**config.mk**
```make
export PLATFORM = sky130hd
export DESIGN_NAME = sorted_priority_queue_top_flat
export DESIGN_NICKNAME = d
export VERILOG_FILES = /design/src/design/spq_pkg.sv /design/src/design/spq_req_if.sv /design/src/design/spq_rsp_if.sv /design/src/design/sorted_priority_queue_top.sv /design/src/design/spq_cell.sv /design/src/flat_wrapper.sv
export SDC_FILE = /design/constraint.sdc
export NUM_CORES = 1
export LEC_CHECK = 0
export BUFFER_PORTS_ARGS = -buffer_cell sky130_fd_sc_hd__buf_2
export CAP_MARGIN = 5
export CORE_ASPECT_RATIO = 0.7
export CORE_MARGIN = 10
export CORE_UTILIZATION = 33
export DETAILED_ROUTE_END_ITERATION = 6
export PLACE_DENSITY = 0.61
export REMOVE_ABC_BUFFERS = 1
export SLEW_MARGIN = 40
export SYNTH_ARGS = -nofsm -noshare
export SYNTH_HDL_FRONTEND = slang
export SYNTH_SLANG_ARGS = --single-unit
```
**constraint.sdc**
```tcl
create_clock -name clk -period 4.9 [get_ports clk]
set_input_delay 0.735 -clock clk [delete_from_list [all_inputs] [get_ports clk]]
set_output_delay 0.735 -clock clk [all_outputs]
set_load 0.1 [all_outputs]
```
**src/design/spq_pkg.sv**
```systemverilog
// ----------------------------------------------------------------------------
// spq_pkg
// Types, codes and default sizes shared by the sorted priority queue.
// ----------------------------------------------------------------------------
`default_nettype none

package spq_pkg;

  localparam int unsigned SPQ_DEPTH      = 16;
  localparam int unsigned SPQ_VALUE_BITS = 8;

  // Fixed field widths of the channels
  localparam int unsigned ITEM_VALUE_W = 8;
  localparam int unsigned PRIO_W       = 16;
  localparam int unsigned STATUS_W     = 2;
  localparam int unsigned OCC_W        = 5;

  typedef enum logic {
    FUNC_ENQ = 1'b0,
    FUNC_DEQ = 1'b1
  } spq_func_t;

  typedef enum logic [STATUS_W-1:0] {
    STATUS_DONE  = 2'd0,
    STATUS_EMPTY = 2'd1,
    STATUS_FULL  = 2'd2
  } spq_status_t;

  // Broadcast to every cell of the row
  typedef struct packed {
    logic enq;
    logic deq;
  } spq_ctrl_t;

endpackage

`default_nettype wire

```
**src/design/spq_req_if.sv**
```systemverilog
// ----------------------------------------------------------------------------
// spq_req_if
// Request channel: operation code, value and priority with valid/ready.
// ----------------------------------------------------------------------------
`default_nettype none

interface spq_req_if
  import spq_pkg::*;
();
  logic                    valid;
  logic                    ready;
  logic                    func;
  logic [ITEM_VALUE_W-1:0] item_value;
  logic signed [PRIO_W-1:0] item_priority;

  modport source (output valid, func, item_value, item_priority, input ready);
  modport sink   (input valid, func, item_value, item_priority, output ready);
endinterface

`default_nettype wire

```
**src/design/spq_rsp_if.sv**
```systemverilog
// ----------------------------------------------------------------------------
// spq_rsp_if
// Response channel: removed entry, status and occupancy with valid/ready.
// ----------------------------------------------------------------------------
`default_nettype none

interface spq_rsp_if
  import spq_pkg::*;
();
  logic                     valid;
  logic                     ready;
  logic [ITEM_VALUE_W-1:0]  out_value;
  logic signed [PRIO_W-1:0] out_priority;
  logic [STATUS_W-1:0]      status;
  logic [OCC_W-1:0]         occupancy;

  modport source (output valid, out_value, out_priority, status, occupancy,
                  input ready);
  modport sink   (input valid, out_value, out_priority, status, occupancy,
                  output ready);
endinterface

`default_nettype wire

```
**src/design/sorted_priority_queue_top.sv**
```systemverilog
// ----------------------------------------------------------------------------
// sorted_priority_queue_top
// Priority queue held as a row of cells sorted by ascending priority.
// ----------------------------------------------------------------------------
// One request is taken per clock cycle and its response appears in the result
// register on the next cycle; a request is refused only while a response
// still waits to be taken. This comes from the cell row: every cell compares
// its priority with the new one in parallel and the row shifts right on
// enqueue (from the insertion point) or left on dequeue all at once. Equal
// priorities put the newest entry first. An enqueue to a full queue is
// dropped with status full; a dequeue from an empty queue returns zeros with
// status empty. Occupancy is reported in 5 bits and wraps for DEPTH above 31.
`default_nettype none

module sorted_priority_queue_top
  import spq_pkg::*;
#(
  parameter int unsigned DEPTH      = SPQ_DEPTH,
  parameter int unsigned VALUE_BITS = SPQ_VALUE_BITS
) (
  input wire logic clk,
  input wire logic rst,
  spq_req_if.sink  req,
  spq_rsp_if.source rsp
);

  localparam int unsigned CW = $clog2(DEPTH + 1);

  logic [CW-1:0] count;
  logic [CW-1:0] count_next;

  logic [VALUE_BITS-1:0]    cell_value [DEPTH];
  logic signed [PRIO_W-1:0] cell_prio  [DEPTH];
  logic                     cell_lt    [DEPTH];

  logic                    transfer;
  logic                    full;
  logic                    empty;
  spq_ctrl_t               ctrl;
  logic [VALUE_BITS-1:0]   new_value;
  logic [VALUE_BITS+ITEM_VALUE_W-1:0] value_in_wide;
  logic [VALUE_BITS+ITEM_VALUE_W-1:0] value_out_wide;
  logic [CW+OCC_W-1:0]     occ_wide;

  logic                     rsp_valid;
  logic [ITEM_VALUE_W-1:0]  rsp_value;
  logic signed [PRIO_W-1:0] rsp_prio;
  spq_status_t              rsp_status;
  logic [OCC_W-1:0]         rsp_occ;

  assign req.ready = !rsp_valid || rsp.ready;
  assign transfer  = req.valid && req.ready;
  assign full      = (count == CW'(DEPTH));
  assign empty     = (count == '0);

  assign ctrl.enq = transfer && (req.func == FUNC_ENQ) && !full;
  assign ctrl.deq = transfer && (req.func == FUNC_DEQ) && !empty;

  // Value port is fixed width; the store keeps VALUE_BITS of it
  assign value_in_wide  = {{VALUE_BITS{1'b0}}, req.item_value};
  assign new_value      = value_in_wide[VALUE_BITS-1:0];
  assign value_out_wide = {{ITEM_VALUE_W{1'b0}}, cell_value[0]};

  for (genvar i = 0; i < DEPTH; i++) begin : g_cell
    logic                     left_lt;
    logic [VALUE_BITS-1:0]    left_value;
    logic signed [PRIO_W-1:0] left_prio;
    logic [VALUE_BITS-1:0]    right_value;
    logic signed [PRIO_W-1:0] right_prio;

    if (i == 0) begin : g_head
      assign left_lt    = 1'b1;
      assign left_value = new_value;
      assign left_prio  = req.item_priority;
    end else begin : g_body
      assign left_lt    = cell_lt[i-1];
      assign left_value = cell_value[i-1];
      assign left_prio  = cell_prio[i-1];
    end

    if (i == DEPTH - 1) begin : g_tail
      assign right_value = cell_value[i];
      assign right_prio  = cell_prio[i];
    end else begin : g_inner
      assign right_value = cell_value[i+1];
      assign right_prio  = cell_prio[i+1];
    end

    spq_cell #(
      .VALUE_BITS (VALUE_BITS)
    ) u_cell (
      .clk         (clk),
      .ctrl        (ctrl),
      .occupied    (CW'(i) < count),
      .new_value   (new_value),
      .new_prio    (req.item_priority),
      .left_lt     (left_lt),
      .left_value  (left_value),
      .left_prio   (left_prio),
      .right_value (right_value),
      .right_prio  (right_prio),
      .value       (cell_value[i]),
      .prio        (cell_prio[i]),
      .lt          (cell_lt[i])
    );
  end

  always_comb begin
    count_next = count;
    if (ctrl.enq) begin
      count_next = count + CW'(1);
    end else if (ctrl.deq) begin
      count_next = count - CW'(1);
    end
  end

  assign occ_wide = {{OCC_W{1'b0}}, count_next};

  always_ff @(posedge clk) begin
    if (rst) begin
      count     <= '0;
      rsp_valid <= 1'b0;
    end else begin
      count <= count_next;
      if (transfer) begin
        rsp_valid <= 1'b1;
      end else if (rsp.ready) begin
        rsp_valid <= 1'b0;
      end
    end
  end

  always_ff @(posedge clk) begin
    if (transfer) begin
      rsp_occ <= occ_wide[OCC_W-1:0];
      if (ctrl.deq) begin
        rsp_value  <= value_out_wide[ITEM_VALUE_W-1:0];
        rsp_prio   <= cell_prio[0];
        rsp_status <= STATUS_DONE;
      end else begin
        rsp_value <= '0;
        rsp_prio  <= '0;
        if (req.func == FUNC_DEQ) begin
          rsp_status <= STATUS_EMPTY;
        end else if (full) begin
          rsp_status <= STATUS_FULL;
        end else begin
          rsp_status <= STATUS_DONE;
        end
      end
    end
  end

  assign rsp.valid        = rsp_valid;
  assign rsp.out_value    = rsp_value;
  assign rsp.out_priority = rsp_prio;
  assign rsp.status       = rsp_status;
  assign rsp.occupancy    = rsp_occ;

`ifndef SYNTH
  a_count_bound: assert property (@(posedge clk) disable iff (rst)
    count <= CW'(DEPTH))
    else $error("entry count beyond depth");

  a_enq_count: assert property (@(posedge clk) disable iff (rst)
    ctrl.enq |=> count == $past(count) + CW'(1))
    else $error("enqueue did not grow the count");

  a_empty_status: assert property (@(posedge clk) disable iff (rst)
    (transfer && req.func == FUNC_DEQ && empty) |=>
      (rsp.status == STATUS_EMPTY && rsp.out_value == '0))
    else $error("dequeue on empty not flagged");

  a_head_sorted: assert property (@(posedge clk) disable iff (rst)
    (count >= CW'(2)) |-> (cell_prio[0] <= cell_prio[1]))
    else $error("head of queue out of order");
`endif

endmodule

`default_nettype wire

```
**src/design/spq_cell.sv**
```systemverilog
// ----------------------------------------------------------------------------
// spq_cell
// One slot of the sorted row: compares against the new priority and either
// keeps its entry, takes the new one, or takes a neighbour's.
// ----------------------------------------------------------------------------
`default_nettype none

module spq_cell
  import spq_pkg::*;
#(
  parameter int unsigned VALUE_BITS = SPQ_VALUE_BITS
) (
  input  wire logic                     clk,
  input  wire spq_ctrl_t                ctrl,
  input  wire logic                     occupied,
  input  wire logic [VALUE_BITS-1:0]    new_value,
  input  wire logic signed [PRIO_W-1:0] new_prio,
  input  wire logic                     left_lt,
  input  wire logic [VALUE_BITS-1:0]    left_value,
  input  wire logic signed [PRIO_W-1:0] left_prio,
  input  wire logic [VALUE_BITS-1:0]    right_value,
  input  wire logic signed [PRIO_W-1:0] right_prio,
  output logic [VALUE_BITS-1:0]         value,
  output logic signed [PRIO_W-1:0]      prio,
  output logic                          lt
);

  logic [VALUE_BITS-1:0]    value_next;
  logic signed [PRIO_W-1:0] prio_next;

  // Stays put while strictly ahead of the new item
  assign lt = occupied && (prio < new_prio);

  always_comb begin
    value_next = value;
    prio_next  = prio;
    if (ctrl.enq) begin
      if (!lt) begin
        if (left_lt) begin
          value_next = new_value;
          prio_next  = new_prio;
        end else begin
          value_next = left_value;
          prio_next  = left_prio;
        end
      end
    end else if (ctrl.deq) begin
      value_next = right_value;
      prio_next  = right_prio;
    end
  end

  always_ff @(posedge clk) begin
    value <= value_next;
    prio  <= prio_next;
  end

endmodule

`default_nettype wire

```
**src/flat_wrapper.sv**
```systemverilog
// flat-port wrapper written by rule: the top's interface ports become plain ports
module sorted_priority_queue_top_flat import spq_pkg::*;
#(
  parameter int unsigned DEPTH      = SPQ_DEPTH,
  parameter int unsigned VALUE_BITS = SPQ_VALUE_BITS
)
  (clk, rst, req_valid, req_func, req_item_value, req_item_priority, req_ready, rsp_valid, rsp_out_value, rsp_out_priority, rsp_status, rsp_occupancy, rsp_ready);
  spq_req_if req_i ();
  spq_rsp_if rsp_i ();
  input wire logic clk;
  input wire logic rst;
  input wire logic [$bits(req_i.valid)-1:0] req_valid;
  input wire logic [$bits(req_i.func)-1:0] req_func;
  input wire logic [$bits(req_i.item_value)-1:0] req_item_value;
  input wire logic [$bits(req_i.item_priority)-1:0] req_item_priority;
  output wire logic [$bits(req_i.ready)-1:0] req_ready;
  output wire logic [$bits(rsp_i.valid)-1:0] rsp_valid;
  output wire logic [$bits(rsp_i.out_value)-1:0] rsp_out_value;
  output wire logic [$bits(rsp_i.out_priority)-1:0] rsp_out_priority;
  output wire logic [$bits(rsp_i.status)-1:0] rsp_status;
  output wire logic [$bits(rsp_i.occupancy)-1:0] rsp_occupancy;
  input wire logic [$bits(rsp_i.ready)-1:0] rsp_ready;
  assign req_i.valid = req_valid;
  assign req_i.func = req_func;
  assign req_i.item_value = req_item_value;
  assign req_i.item_priority = req_item_priority;
  assign req_ready = req_i.ready;
  assign rsp_valid = rsp_i.valid;
  assign rsp_out_value = rsp_i.out_value;
  assign rsp_out_priority = rsp_i.out_priority;
  assign rsp_status = rsp_i.status;
  assign rsp_occupancy = rsp_i.occupancy;
  assign rsp_i.ready = rsp_ready;
  sorted_priority_queue_top #(.DEPTH(DEPTH), .VALUE_BITS(VALUE_BITS)) u_core (.clk(clk), .rst(rst), .req(req_i), .rsp(rsp_i));
endmodule
```
* Yosys cells after proc, flatten, opt, wreduce, memory -nomap -nowiden
Index checks and enable logic that the tools add are counted.
Cells by class: bitwise logic cells 2, reduce and logical (&&, ||, !) cells 45, multiplexer cells 126, eq/ne operators 16, order comparisons 32, add/subtract/negate cells 2
Operators with widths (count):
- $mux 16 | 60
- $mux 8 | 60
- $lt 16x16->1 | 16
- $lt 4x5->1 const A | 8
- $reduce_and 2->1 | 16
- $ne 2x2->1 const B | 15
- $logic_and 1x1->1 | 21
- $lt 3x5->1 const A | 4
- $lt 1x5->1 const A | 2
- $lt 2x5->1 const A | 2
- $mux 5 | 2
- $add 5x1->5 const B | 1
- $eq 5x5->1 const B | 1
- $logic_not 5->1 | 1
- $sub 5x1->5 const B | 1
- $reduce_bool 2->1 | 2
- $logic_not 1->1 | 3
- $mux 1 | 3
- $mux 2 | 1
- $not 1->1 | 2
- $reduce_or 2->1 | 1
- $logic_or 1x1->1 | 1
Storage, ports and cells: register bits 421, logic and storage cells 262

* Longest topological paths before layout
Gate-level depths: netlist of run 1.
depth in word-level cells 7, depth in mapped cells 13, gate-level depth less buffers 9

* Hierarchy
From an unflattened synthesis of run 1, not the netlist that was laid out.
Unflattened totals: cells, all modules 2811, area, all modules 28245.8 um^2
Modules (own cells, without submodules):
- spq_cell (u_core.g_cell[0].u_cell ...) | cells each 167, times used 15, area an instance 1657.8 um^2
- sorted_priority_queue_top | cells each 140, times used 1, area an instance 1747.9 um^2
- spq_cell (u_core.g_cell[9].u_cell) | cells each 166, times used 1, area an instance 1630.3 um^2

* Least setup slack after synthesis of run 1
No wires, ideal clock.
path kind in2reg, start in req_item_priority[9], end reg u_core.g_cell[6].u_cell.prio[0] (enable), path buffers 3, data arrival time 4.834 ns, library setup time 0.438 ns, stages on the path 11, data required time 4.462 ns, setup slack -0.372 ns, path through clkbuf_1 > inv_1 > ha_1 > a41oi_1 > o21ai_0 > a221o_1 > nor3_1 > mux2_2 > buf_4 > buf_4 > o21ai_0
On the way: word-level cells in the longest chain between the ends 4
Ends and longest elaborated chain:
- start: declaration | line flat_wrapper.sv:15 | input wire logic [$bits(req_i.item_priority)-1:0] req_item_priority;
- $lt 16x16->1 | line spq_cell.sv:32 | assign lt = occupied && (prio < new_prio);
- $logic_and 1x1->1 | line spq_cell.sv:32
- $ne 2x2->1 (no source line)
- $reduce_and 2->1 (no source line)
- end signal: assignment | line spq_cell.sv:55 | prio <= prio_next;
- end: declaration | line spq_cell.sv:24 | output logic signed [PRIO_W-1:0] prio,
Every way passes these cells. A chain may end at the register's enable or synchronous reset.

* Worst setup path after layout of run 1
start in req_item_priority[12], end reg u_core.g_cell[13].u_cell.prio[11] (enable)
On the way: word-level cells in the longest chain between the ends 4
Ends and longest elaborated chain (line):
- $lt 16x16->1 | spq_cell.sv:32
- $logic_and 1x1->1 | spq_cell.sv:32
- $ne 2x2->1 (no source line)
- $reduce_and 2->1 (no source line)
- end signal: assignment | spq_cell.sv:55
- end: declaration | spq_cell.sv:24
Every way passes these cells.

==> summary.md, run 1 <==
| Metric | Value |
|---|---|
| Post-synthesis mux area share | `0.0551` |
| Core area | `77,200 sq um` |
| # placed instances | `3,449` |
| Vias in the first global route | `roughly 20,000` |
| CP Buf/Inv Count | `4` |
| Post-Synth Simple-Gate Area | `0.153` |
| CP Cell Sequence | `buf_2 -> clkinv_1 -> ha_1 -> and4_1 -> and3_1 -> or4b_1 -> a31oi_1 -> nor3b_2 -> buf_4 -> o21ai_4 -> buf_8` |
| Post-Layout Cell Count | `around 3,500` |
| Largest family of logic cells by synthesized area | `simple AND/OR/NAND/NOR gates` |
| Final Util | `0.378` |
| Adder-Cell Fraction of Synth Area | `0.118` |
| Via count | `roughly 21,000` |
| Diodes inserted | `0` |
| Total DRC errors in the routed layout | `0` |
| EDFF count, synth | `about 420` |
| Share of layout cells above drive strength 1 | `0.123` |
| Synth Flop Type | `edfxtp_1` |
| Met1 GRT Util | `0.292` |
| Switching Share | `0.326` |
| Worst setup SP type | `input pin` |
| Synth Area in XOR/XNOR | `0.00102` |
| Pins Over Slew Limit | `0` |
| Most common cell after layout, fill and taps aside | `edfxtp_1` |
| Layout Skew | `about 0.03 ns` |
| Static Leak | `approximately 11 nW` |
| Largest stage delay on the critical path | `between 0.7 and 0.8 ns` |
| Critical path required time | `5.19 ns` |
| Worst path arrival time | `4.58 ns` |
| Via-per-instance ratio | `around 6` |
| Sequential-to-total area share from yosys stat | `0.487` |
| Post-Synthesis Cells | `2,426` |
| Die width | `355 microns` |
| Tmin final | `around 4.3 ns` |
| Filler Cells Inserted | `roughly 7,600` |
| Unrepaired setup endpoints after global routing | `false` |
| Largest delay share family, worst path | `buffers and inverters` |
| Worst slew pin tran | `0.885 ns` |
| # nets final | `roughly 2,700` |
| Achievable frequency | `between 0.2 and 0.25 GHz` |
| Clock Tree Buf Depth | `3` |
| WL per Instance | `about 25 microns` |
| Pint | `between 7 and 8 mW` |
| Combinational power share | `0.221` |
| CTS clk-pin slew, worst paths | `around 0.07 ns` |
| Antenna viol nets, final | `0` |
| Drt pass-1 iters | `6` |
| Hold Fails Final Rpt | `0` |
| Die Area | `90,100 sq um` |
| Initial detailed-routing violation count | `approximately 2,700` |
| Rows | `85` |
| Worst VDD drop | `about 0.27 mV` |
| CTS Hold Bufs | `0` |
| Status | `complete, no violations` |
| Global-route usage over all layers | `0.190` |
| # port buffers | `61` |
| Syn Area/Cell | `10.7 sq um` |
| Netlist Area Pre-Place | `25,900 sq um` |
| Area delta synth->final | `12.9%` |
| Sw Pwr | `between 3 and 4 mW` |
| H-tree levels | `2` |
| Slowest CP cell | `clkinv_1` |
| Seq cells post-synth | `421` |
| Sequential Power Share | `0.459` |
| Clock buffer count from CTS | `44` |
| IO Pins | `62` |
| Die Ht | `around 250 microns` |
| Global routing's busiest layer | `met1` |
| Met3 usage in global routing | `0.0466` |
| Largest net degree at the start of global routing | `138` |
| Worst-Skew Late Latency | `~0.6 ns` |
| Root buf cell | `clkbuf_16` |
| DP Wirelength | `about 64,000 microns` |
| Critical path endpoint category | `flop` |
| # setup viols final | `0` |
| First-pass GRT wire length | `between 100,000 and 150,000 microns` |
| Clock share of power | `0.320` |
| Starting Density | `0.335` |
| Max_slew headroom | `0.402` |
| Power, Total | `10.8 mW` |
| Final wirelength | `just under 90,000 microns` |
| Total setup buffers inserted after CTS | `0` |
| Power per cell area | `approximately 370 nW/um^2` |
| Post-synthesis compound-gate area fraction | `0.152` |
| Post-CTS sizing | `0` |
| Tcrit/Tclk final | `0.877` |
| Antenna violations before repair | `1` |
| GR Util met2 | `0.259` |
| Hold Crit Class | `input pin to flop` |
| CTS tree | `done` |
| Setup CP Type | `input pin to flop` |
| Yosys warns | `0` |
| Most frequent cells in the layout | `edfxtp_1 (415), nand2_1 (397), ha_1 (243)` |
| Number of max-cap violations | `0` |
| CP max FO | `17` |
| GPL Wtd Cong | `0.940` |
| Asr flop ratio synth | `0` |
| Synth cell types | `between 50 and 60` |
| Total clock sinks | `~420` |
| Total congestion overflow | `0` |
-- final timing paths --
| kind | start | slack, ns | endpoint | cells after the start |
|---|---|---|---|---|
| worst max-delay path | req_item_priority[12] | 0.60 | u_core.g_cell[13].u_cell.prio[11] | 11 |
| worst min-delay path | req_valid | 0.38 | u_core.rsp.valid | 3 |
| worst max register to register | u_core.count[4] | 1.35 | u_core.g_cell[4].u_cell.prio[5] | 6 |
| worst min register to register | u_core.rsp.valid | 0.54 | u_core.rsp.valid | 2 |
-- per-layer routing --
layer | share of wire | vias to the layer above | routed length, microns
met5 | 0.00011 | - | 10
met3 | 0.11 | 138 | 10200
li1 | - | 9299 | -
met4 | 0.025 | 2 | 2220
met1 | 0.47 | 10300 | 41500
met2 | 0.39 | 1174 | 34700
-- cell type report --
class	count	area [sq um]	share of cell area
Sequential cell	421	12600	0.431
Multi-Input combinational cell	1799	12600	0.431
Tap cell	1044	1310	0.0448
Timing Repair Buffer	153	1170	0.0402
Clock buffer	54	1160	0.0397
Clock inverter	27	262	0.00896
Inverter	32	120	0.00412
-- synthesized netlist by cell type (20+ instances only) --
library cell | number | share of area
clkbuf_1 | 126 | 0.018
o221a_2 | 48 | 0.021
and2_1 | 26 | 0.0063
nand2b_1 | 68 | 0.016
o211ai_1 | 171 | 0.050
edfxtp_1 | 415 | 0.48
nand4_1 | 22 | 0.0053
a21o_1 | 36 | 0.010
nand3_1 | 184 | 0.036
ha_1 | 243 | 0.12
mux2i_1 | 131 | 0.051
nand2_1 | 397 | 0.058
a21oi_1 | 101 | 0.020
nor2_1 | 51 | 0.0074
inv_1 | 32 | 0.0046
o21ai_0 | 133 | 0.026
and3_1 | 20 | 0.0048
-- power groups by stage --
stage	clock [mW]	sequential, mW	combinational [mW]
6_report	3.47	4.97	2.39
5_1_grt	3.69	5.00	2.62
4_1_cts	3.53	4.94	2.36
3_5_place_dp	0	5.02	2.35
3_3_place_gp	0	5.01	2.27
2_1_floorplan	0	4.99	1.43
-- kinds of logic after synthesis --
| kind of cell | after synthesis |
|---|---|
| XOR/XNOR | 3 |
| AND/OR/NAND/NOR | 838 |
| buffers and inverters | 206 |
| AO/OA/AOI/OAI | 574 |
| multiplexers | 141 |
| flip-flops | 421 |
| adder cells (fa/ha/maj) | 243 |
-- tightest hold or removal path, cell delays in order --
cell,delay [ns]
buf_2,0.10
inv_1,0.04
a21oi_1,0.05
-- through the flow --
| stage | hold slack (ns) | instance area (sq um) | TNS [ns] | setup WS (ns) |
|---|---|---|---|---|
| after floorplan | 0.496 | 25100 | -7858.99 | -16.90 |
| after global placement | 0.501 | 27700 | 0 | 0.396 |
| after detailed placement | 0.521 | 27700 | 0 | 0.327 |
| after CTS | 0.359 | 29200 | 0 | 0.972 |
| after global routing | 0.399 | 29200 | 0 | 0.528 |
| final | 0.378 | 29200 | 0 | 0.605 |
-- sequential cells by signal, summed over array words and instances, names as in the netlist --
register,count
u_core.rsp.out_priority,16
u_core.rsp.occupancy,5
u_core.g_cell.u_cell.value,128
u_core.count,5
u_core.rsp.valid,1
u_core.rsp.status,2
u_core.rsp.out_value,8
u_core.g_cell.u_cell.prio,256
Note: power is estimated with default switching activity, not from simulation.
==> run 2: changes to the inputs <==
--- a/config.mk
+++ b/config.mk
@@ -12,6 +12,7 @@
 export CORE_UTILIZATION = 33
 export DETAILED_ROUTE_END_ITERATION = 6
 export PLACE_DENSITY = 0.61
+export RECOVER_POWER = 100
 export REMOVE_ABC_BUFFERS = 1
 export SLEW_MARGIN = 40
 export SYNTH_ARGS = -nofsm -noshare
==> run 2 against run 1 <==
Against the previous run:
- the run now ends with max-capacitance violations, max-slew violations left
- worst setup slack got worse by 0.34 ns
- clock-buffer cell count did not move
- final area decreased by 1.2%
- global-route usage stayed put
- sequential share of layout area up 0.52 points
- die area stayed put
- highest routed layer unchanged
- clock skew barely moved
- combinational power fell by 3%
- critical path depth is the same
- non-clock buffer count stayed put
==> summary.md, run 2 (synthesis gave the netlist of run 1 again) <==
| Metric | Value |
|---|---|
| Status | `finished, violations left` |
| Failing checks | `max-capacitance violations, max-slew violations` |
| Via count | `20,800 (-0.45%)` |
| Pint | `7.25 mW (-0.66%)` |
| Reg with most FFs | `u_core.g_cell.u_cell.prio` |
| Most frequent CP cell | `nand2_1` |
| Power, Total | `10.8 mW (-0.57%)` |
| Most frequent cells in the layout | `edfxtp_1 (415), nand2_1 (397), ha_1 (243)` |
| CP Cell Sequence | `buf_2 -> clkinv_1 -> ha_1 -> and4_1 -> nand2_1 -> a2111oi_0 -> nor3_1 -> mux2i_4 -> nand2_1 -> nand2_1 -> clkbuf_1` |
| Largest register FFs | `256 (unchanged)` |
| Number of max-cap violations | `3 (+3)` |
| Starting Density | `0.335 (unchanged)` |
| Critical path endpoint category | `flop` |
| Hold_sp | `req_valid` |
| First-pass GRT wire length | `133,000 microns (unchanged)` |
| Area delta synth->final | `11.5%` |
| Global-route usage over all layers | `0.190 (unchanged)` |
| CP max FO | `17 (unchanged)` |
| Achievable frequency | `0.216 GHz (-7.2%)` |
| DP Wirelength | `63,600 microns (unchanged)` |
| Switching Share | `0.326 (+0.000630)` |
| Root buf cell | `clkbuf_16` |
| Setup slack, reg-to-reg | `0.75 ns (-0.60 ns)` |
| Rows | `85 (unchanged)` |
| Max_slew headroom | `-0.751 (-1.15)` |
| Combinational power share | `0.216 (-0.005)` |
| Total congestion overflow | `0 (unchanged)` |
| Total DRC errors in the routed layout | `0 (unchanged)` |
| WL per Instance | `25.1 microns (about the same)` |
| Antenna violations before repair | `1 (unchanged)` |
| Via-per-instance ratio | `5.89 (-0.45%)` |
| # setup viols final | `0 (unchanged)` |
| CTS tree | `done` |
| Initial detailed-routing violation count | `2,609 (-2.8%)` |
| Sequential Power Share | `0.462 (+0.003)` |
| Layout Skew | `0.0297 ns (-0.000438 ns)` |
| Worst Reg-to-Reg Cells | `8 (+2)` |
| Power per cell area | `374 nW/um^2 (+0.62%)` |
| Unrepaired setup endpoints after global routing | `false` |
| Worst r2r dst | `u_core.rsp.occupancy[2]` |
| Clock Tree Buf Depth | `3 (unchanged)` |
| Share of layout cells above drive strength 1 | `0.0977 (-0.0249)` |
| CTS clk-pin slew, worst paths | `0.07 ns (about the same)` |
| Die Area | `90,100 sq um (unchanged)` |
| Setup CP Type | `input pin to flop` |
| Core area | `77,200 sq um (unchanged)` |
| Hold Crit Class | `input pin to flop` |
| Pins Over Slew Limit | `82 (+82)` |
| Vias in the first global route | `20,200 (unchanged)` |
| Tcrit/Tclk final | `0.945 (+0.0684)` |
| Antenna viol nets, final | `0 (unchanged)` |
| IO Pins | `62 (unchanged)` |
| Critical path required time | `5.10 ns (-0.09 ns)` |
| Setup_tns | `0 ns (unchanged)` |
| CTS Hold Bufs | `0 (unchanged)` |
| Total setup buffers inserted after CTS | `0 (unchanged)` |
| Diodes inserted | `0 (unchanged)` |
| # nets final | `2,723 (unchanged)` |
| Tmin final | `4.63 ns (+0.335 ns)` |
| Worst slew pin tran | `2.63 ns (+1.74 ns)` |
| Post-Layout Inst Area | `28,800 sq um (-1.2%)` |
| Hold endpoint | `u_core.rsp.valid` |
| Drt pass-1 iters | `6 (unchanged)` |
| GPL Wtd Cong | `0.940 (unchanged)` |
| Clock share of power | `0.322 (+0.002)` |
| Post-CTS sizing | `0 (unchanged)` |
| Worst VDD drop | `0.266 mV (-0.36%)` |
| # port buffers | `61 (unchanged)` |
| Sw Pwr | `3.52 mW (-0.38%)` |
| Worst path arrival time | `4.83 ns (+0.25 ns)` |
| Die Ht | `254 microns (unchanged)` |
| Die width | `355 microns (unchanged)` |
| Fin Hold WS | `0.378 ns (-0.000365 ns)` |
| H-tree levels | `2 (unchanged)` |
| Hold Fails Final Rpt | `0 (unchanged)` |
| Largest net degree at the start of global routing | `138 (unchanged)` |
| Reg-to-Reg Start | `u_core.rsp.valid` |
| Worst setup SP type | `input pin` |
| Clock buffer count from CTS | `44 (unchanged)` |
| Worst-Skew Late Latency | `0.60 ns (about the same)` |
| Slowest CP cell | `clkbuf_1` |
| Most common cell after layout, fill and taps aside | `edfxtp_1` |
| Hold path depth | `3 (unchanged)` |
| Final wirelength | `88,700 microns (about the same)` |
| Total clock sinks | `421 (unchanged)` |
| Placed Area | `27,700 sq um (unchanged)` |
| Largest stage delay on the critical path | `0.85 ns (+0.09 ns)` |
| Static Leak | `10.8 nW (-2.2%)` |
-- run 2: cell count changes in the layout (fill, tap and decap cells not counted), moves of 3 or more --
cell      previous run  this run
clkbuf_1             8        58
nor3b_1              4         7
buf_12              13         6
clkbuf_2             0        19
buf_2               61        28
and2_1              26         8
buf_4               77        46
o21ai_1             18         4
nor3b_2              3         0
o21ai_0            128       144
and2_0               0        18
-- run 2: final cells by class --
| type | instances | area, sq um |
|---|---|---|
| clock buffer | 54 | 1160 |
| clock inverter | 27 | 262 |
| fill | 7638 | 48400 |
| inverter | 32 | 120 |
| multi-input combinational | 1799 | 12500 |
| sequential | 421 | 12600 |
| tap | 1044 | 1310 |
| timing repair buffer | 153 | 933 |
-- run 2: worst max-delay path by stage --
stage                                             endpoint  cells past startpoint  slack, ns             startpoint
after floorplan           u_core.g_cell[11].u_cell.prio[0]                      5     -16.90       u_core.rsp.valid
after global placement     u_core.g_cell[6].u_cell.prio[3]                     10       0.40   req_item_priority[3]
after detailed placement   u_core.g_cell[6].u_cell.prio[2]                     10       0.33   req_item_priority[3]
after CTS                 u_core.g_cell[6].u_cell.prio[10]                     10       0.97   req_item_priority[3]
after global routing       u_core.g_cell[9].u_cell.prio[8]                     11       0.27  req_item_priority[12]
final                     u_core.g_cell[12].u_cell.prio[7]                     11       0.27  req_item_priority[12]
-- run 2: routing by layer --
layer / vias up / global-route usage / part of all wire
li1: 9300 / - / -
met1: 10200 / 0.292 / 0.47
met2: 1172 / 0.259 / 0.39
met3: 118 / 0.0466 / 0.12
met4: 2 / 0.0494 / 0.023
met5: - / 0 / 0.00011
-- run 2: power by group through the flow --
stage | clock network (mW) | registers (mW) | logic (mW)
CTS | 3.53 | 4.94 | 2.36
finish | 3.47 | 4.98 | 2.32
global route | 3.69 | 5.01 | 2.55
floorplan | 0 | 4.99 | 1.43
detailed placement | 0 | 5.02 | 2.35
global placement | 0 | 5.01 | 2.27
-- run 2: critical path, delay by kind of cell --
family                     cells  cell delay (ns)
AOI/OAI and AO/OA              1             0.58
adders and majority gates      1             0.62
buffers and inverters          3             1.85
muxes                          1             0.23
and+or+nand+nor                5             0.77
-- run 2: through the flow --
stage	cells	util	setup slack (ns)
after floorplan	2252	-	-16.90
after CTS	3530	0.378	0.972
after global placement	3447	0.359	0.396
after detailed placement	3449	0.359	0.327
final	3530	0.373	0.270
after global routing	3530	0.373	0.267
==> run 3: changes to the inputs <==
--- a/config.mk
+++ b/config.mk
@@ -9,9 +9,9 @@
 export CAP_MARGIN = 5
 export CORE_ASPECT_RATIO = 0.7
 export CORE_MARGIN = 10
-export CORE_UTILIZATION = 33
+export CORE_UTILIZATION = 58
 export DETAILED_ROUTE_END_ITERATION = 6
-export PLACE_DENSITY = 0.61
+export PLACE_DENSITY = 0.9
 export RECOVER_POWER = 100
 export REMOVE_ABC_BUFFERS = 1
 export SLEW_MARGIN = 40
==> run 3 against run 2 <==
Against the previous run:
- total power shrank 4.4%
- critical endpoint is now u_core.g_cell[10].u_cell.prio[11]
- the run still ends with max-capacitance violations, max-slew violations left
- die area is 41% lower
- clock skew fell by 0.0063 ns
- via count up 0.47%
- critical path type unchanged
- register-to-register slack worse by 0.07 ns
- global-route usage grew 6.8 points
- non-clock buffer count is 23 lower
==> summary.md, run 3 (synthesis gave the netlist of run 1 again) <==
| Metric | Value |
|---|---|
| Post-Layout Cell Count | `3,054 (-13%)` |
| Clock Tree Buf Depth | `3 (unchanged)` |
| Status | `finished, violations left` |
| Tmin final | `4.59 ns (-0.0383 ns)` |
| Antenna violations before repair | `5 (+4)` |
| Setup slack, reg-to-reg | `0.68 ns (-0.07 ns)` |
| Filler Cells Inserted | `3,329 (-56%)` |
| Reg with most FFs | `u_core.g_cell.u_cell.prio` |
| CP Cell Sequence | `buf_2 -> inv_1 -> buf_4 -> ha_1 -> a211o_1 -> a31oi_1 -> o21ai_0 -> a311oi_1 -> buf_4 -> mux2i_1 -> clkbuf_1 -> nand3_1 -> o211ai_1` |
| Worst slew pin tran | `1.81 ns (-0.819 ns)` |
| Unrepaired setup endpoints after global routing | `false` |
| Worst setup SP type | `input pin` |
| Via count | `20,900 (+0.47%)` |
| Failing checks | `max-capacitance violations, max-slew violations` |
| Total setup buffers inserted after CTS | `0 (unchanged)` |
| Worst slack at placement | `0.255 ns (-0.0719 ns)` |
| Tcrit/Tclk final | `0.937 (-0.00782)` |
| Worst Reg-to-Reg Cells | `7 (-1)` |
| Static Leak | `10.6 nW (-1.4%)` |
| Max_slew headroom | `-0.205 (+0.546)` |
| Layout Skew | `0.0233 ns (-0.00635 ns)` |
| # placed instances | `2,976 (-14%)` |
| Core area | `43,900 sq um (-43%)` |
| Drt pass-1 iters | `7 (+1)` |
| CTS clk-pin slew, worst paths | `0.07 ns (about the same)` |
| CTS Hold Bufs | `0 (unchanged)` |
| Share of layout cells above drive strength 1 | `0.0855 (-0.0123)` |
| Most frequent cells in the layout | `edfxtp_1 (415), nand2_1 (397), ha_1 (243)` |
| Clock buffer count from CTS | `41 (-6.8%)` |
| Power, Total | `10.3 mW (-4.4%)` |
| Slowest CP cell | `mux2i_1` |
| Total clock sinks | `421 (unchanged)` |
| Root buf cell | `clkbuf_16` |
| Critical path required time | `5.28 ns (+0.18 ns)` |
| Largest stage delay on the critical path | `0.77 ns (-0.08 ns)` |
| DP Wirelength | `50,900 microns (-20%)` |
| # nets final | `2,697 (-0.95%)` |
| Total DRC errors in the routed layout | `0 (unchanged)` |
| Total congestion overflow | `0 (unchanged)` |
| Via-per-instance ratio | `6.84 (+16%)` |
| Achievable frequency | `0.218 GHz (+0.83%)` |
| Placed Area | `27,000 sq um (-2.8%)` |
| Hold Crit Class | `input pin to flop` |
| Initial detailed-routing violation count | `2,824 (+8.2%)` |
| Post-CTS sizing | `0 (unchanged)` |
| Post-Layout Inst Area | `28,000 sq um (-3.0%)` |
| Worst-Skew Late Latency | `0.57 ns (-0.03 ns)` |
| Worst path arrival time | `4.97 ns (+0.14 ns)` |
| Starting Density | `0.589 (+0.254)` |
| First-pass GRT wire length | `112,000 microns (-15%)` |
| Final Util | `0.637 (+0.264)` |
| Vias in the first global route | `20,600 (+2.2%)` |
| Die Ht | `197 microns (-23%)` |
| WL per Instance | `23.4 microns (-6.9%)` |
| Area delta synth->final | `8.16%` |
| Final wirelength | `71,500 microns (-19%)` |
| CP max FO | `11 (-6)` |
| GPL Wtd Cong | `0.922 (-2.0%)` |
| Largest net degree at the start of global routing | `213 (+54%)` |
| CTS tree | `done` |
| Largest register FFs | `256 (unchanged)` |
| Die width | `272 microns (-23%)` |
| # setup viols final | `0 (unchanged)` |
| PnR worst setup slack | `0.308 ns (+0.0383 ns)` |
| Power per cell area | `368 nW/um^2 (-1.5%)` |
| Worst VDD drop | `0.299 mV (+13%)` |
| Antenna viol nets, final | `0 (unchanged)` |
| # port buffers | `61 (unchanged)` |
| Most common cell after layout, fill and taps aside | `edfxtp_1` |
| Critical path endpoint category | `flop` |
| Number of max-cap violations | `3 (unchanged)` |
| Hold path depth | `2 (-1)` |
| H-tree levels | `2 (unchanged)` |
| Rows | `64 (-25%)` |
| Setup CP Type | `input pin to flop` |
| IO Pins | `62 (unchanged)` |
| Most frequent CP cell | `buf_4` |
| Die Area | `53,600 sq um (-41%)` |
| Pins Over Slew Limit | `77 (-6.1%)` |
| Global-route usage over all layers | `0.259 (+0.0684)` |
| Hold Fails Final Rpt | `0 (unchanged)` |
-- run 3: cell count changes in the layout (fill, tap and decap cells not counted), sizes merged --
cell,previous run,this run
clkinvlp,1,4
buf,82,61
diode,0,3
clkinv,20,12
bufinv,4,1
-- run 3: cell type report --
| type | instances | area (sq um) | share of cell area |
|---|---|---|---|
| sequential | 421 | 12600 | 0.450 |
| clock inverter | 19 | 168 | 0.00600 |
| clock buffer | 56 | 1150 | 0.0413 |
| multi-input combinational | 1799 | 12400 | 0.444 |
| antenna | 3 | 7.51 | 0.000268 |
| inverter | 32 | 120 | 0.00430 |
| tap | 594 | 743 | 0.0266 |
| timing repair buffer | 130 | 772 | 0.0276 |
-- run 3: worst paths after layout --
kind,to,start
setup / recovery,u_core.g_cell[10].u_cell.prio[11],req_item_priority[2]
hold / removal,u_core.rsp.valid,rst
setup reg to reg,u_core.g_cell[5].u_cell.value[4],u_core.count[4]
hold reg to reg,u_core.rsp.valid,u_core.rsp.valid
-- run 3: power breakdown --
part           internal, mW  switching (mW)  leakage (nW)
Combinational         0.758            1.46          5.98
Sequential             4.57           0.335          3.98
Clock                  1.73            1.45         0.639
Total                  7.06            3.24          10.6
-- run 3: worst max-delay path: cells and delay by family --
family	cells	cell delay (ns)
compound gates	5	1.65
buf+inv	5	1.38
mux	1	0.77
fa+ha+maj	1	0.27
simple gates	1	0.17
-- run 3: layer usage --
| layer | up-vias | wire length, microns | track usage | share of wire |
|---|---|---|---|---|
| met5 | - | 32 | 0 | 0.00045 |
| met4 | 4 | 2030 | 0.0885 | 0.028 |
| met3 | 190 | 8730 | 0.0587 | 0.12 |
| met2 | 1356 | 31500 | 0.398 | 0.44 |
| met1 | 10100 | 29100 | 0.356 | 0.41 |
| li1 | 9258 | - | - | - |
-- run 3: through the flow --
step	hold slack, ns	setup TNS [ns]
finish	0.416	0
global route	0.414	0
CTS	0.410	0
detailed placement	0.523	0
global placement	0.504	0
floorplan	0.496	-7858.99
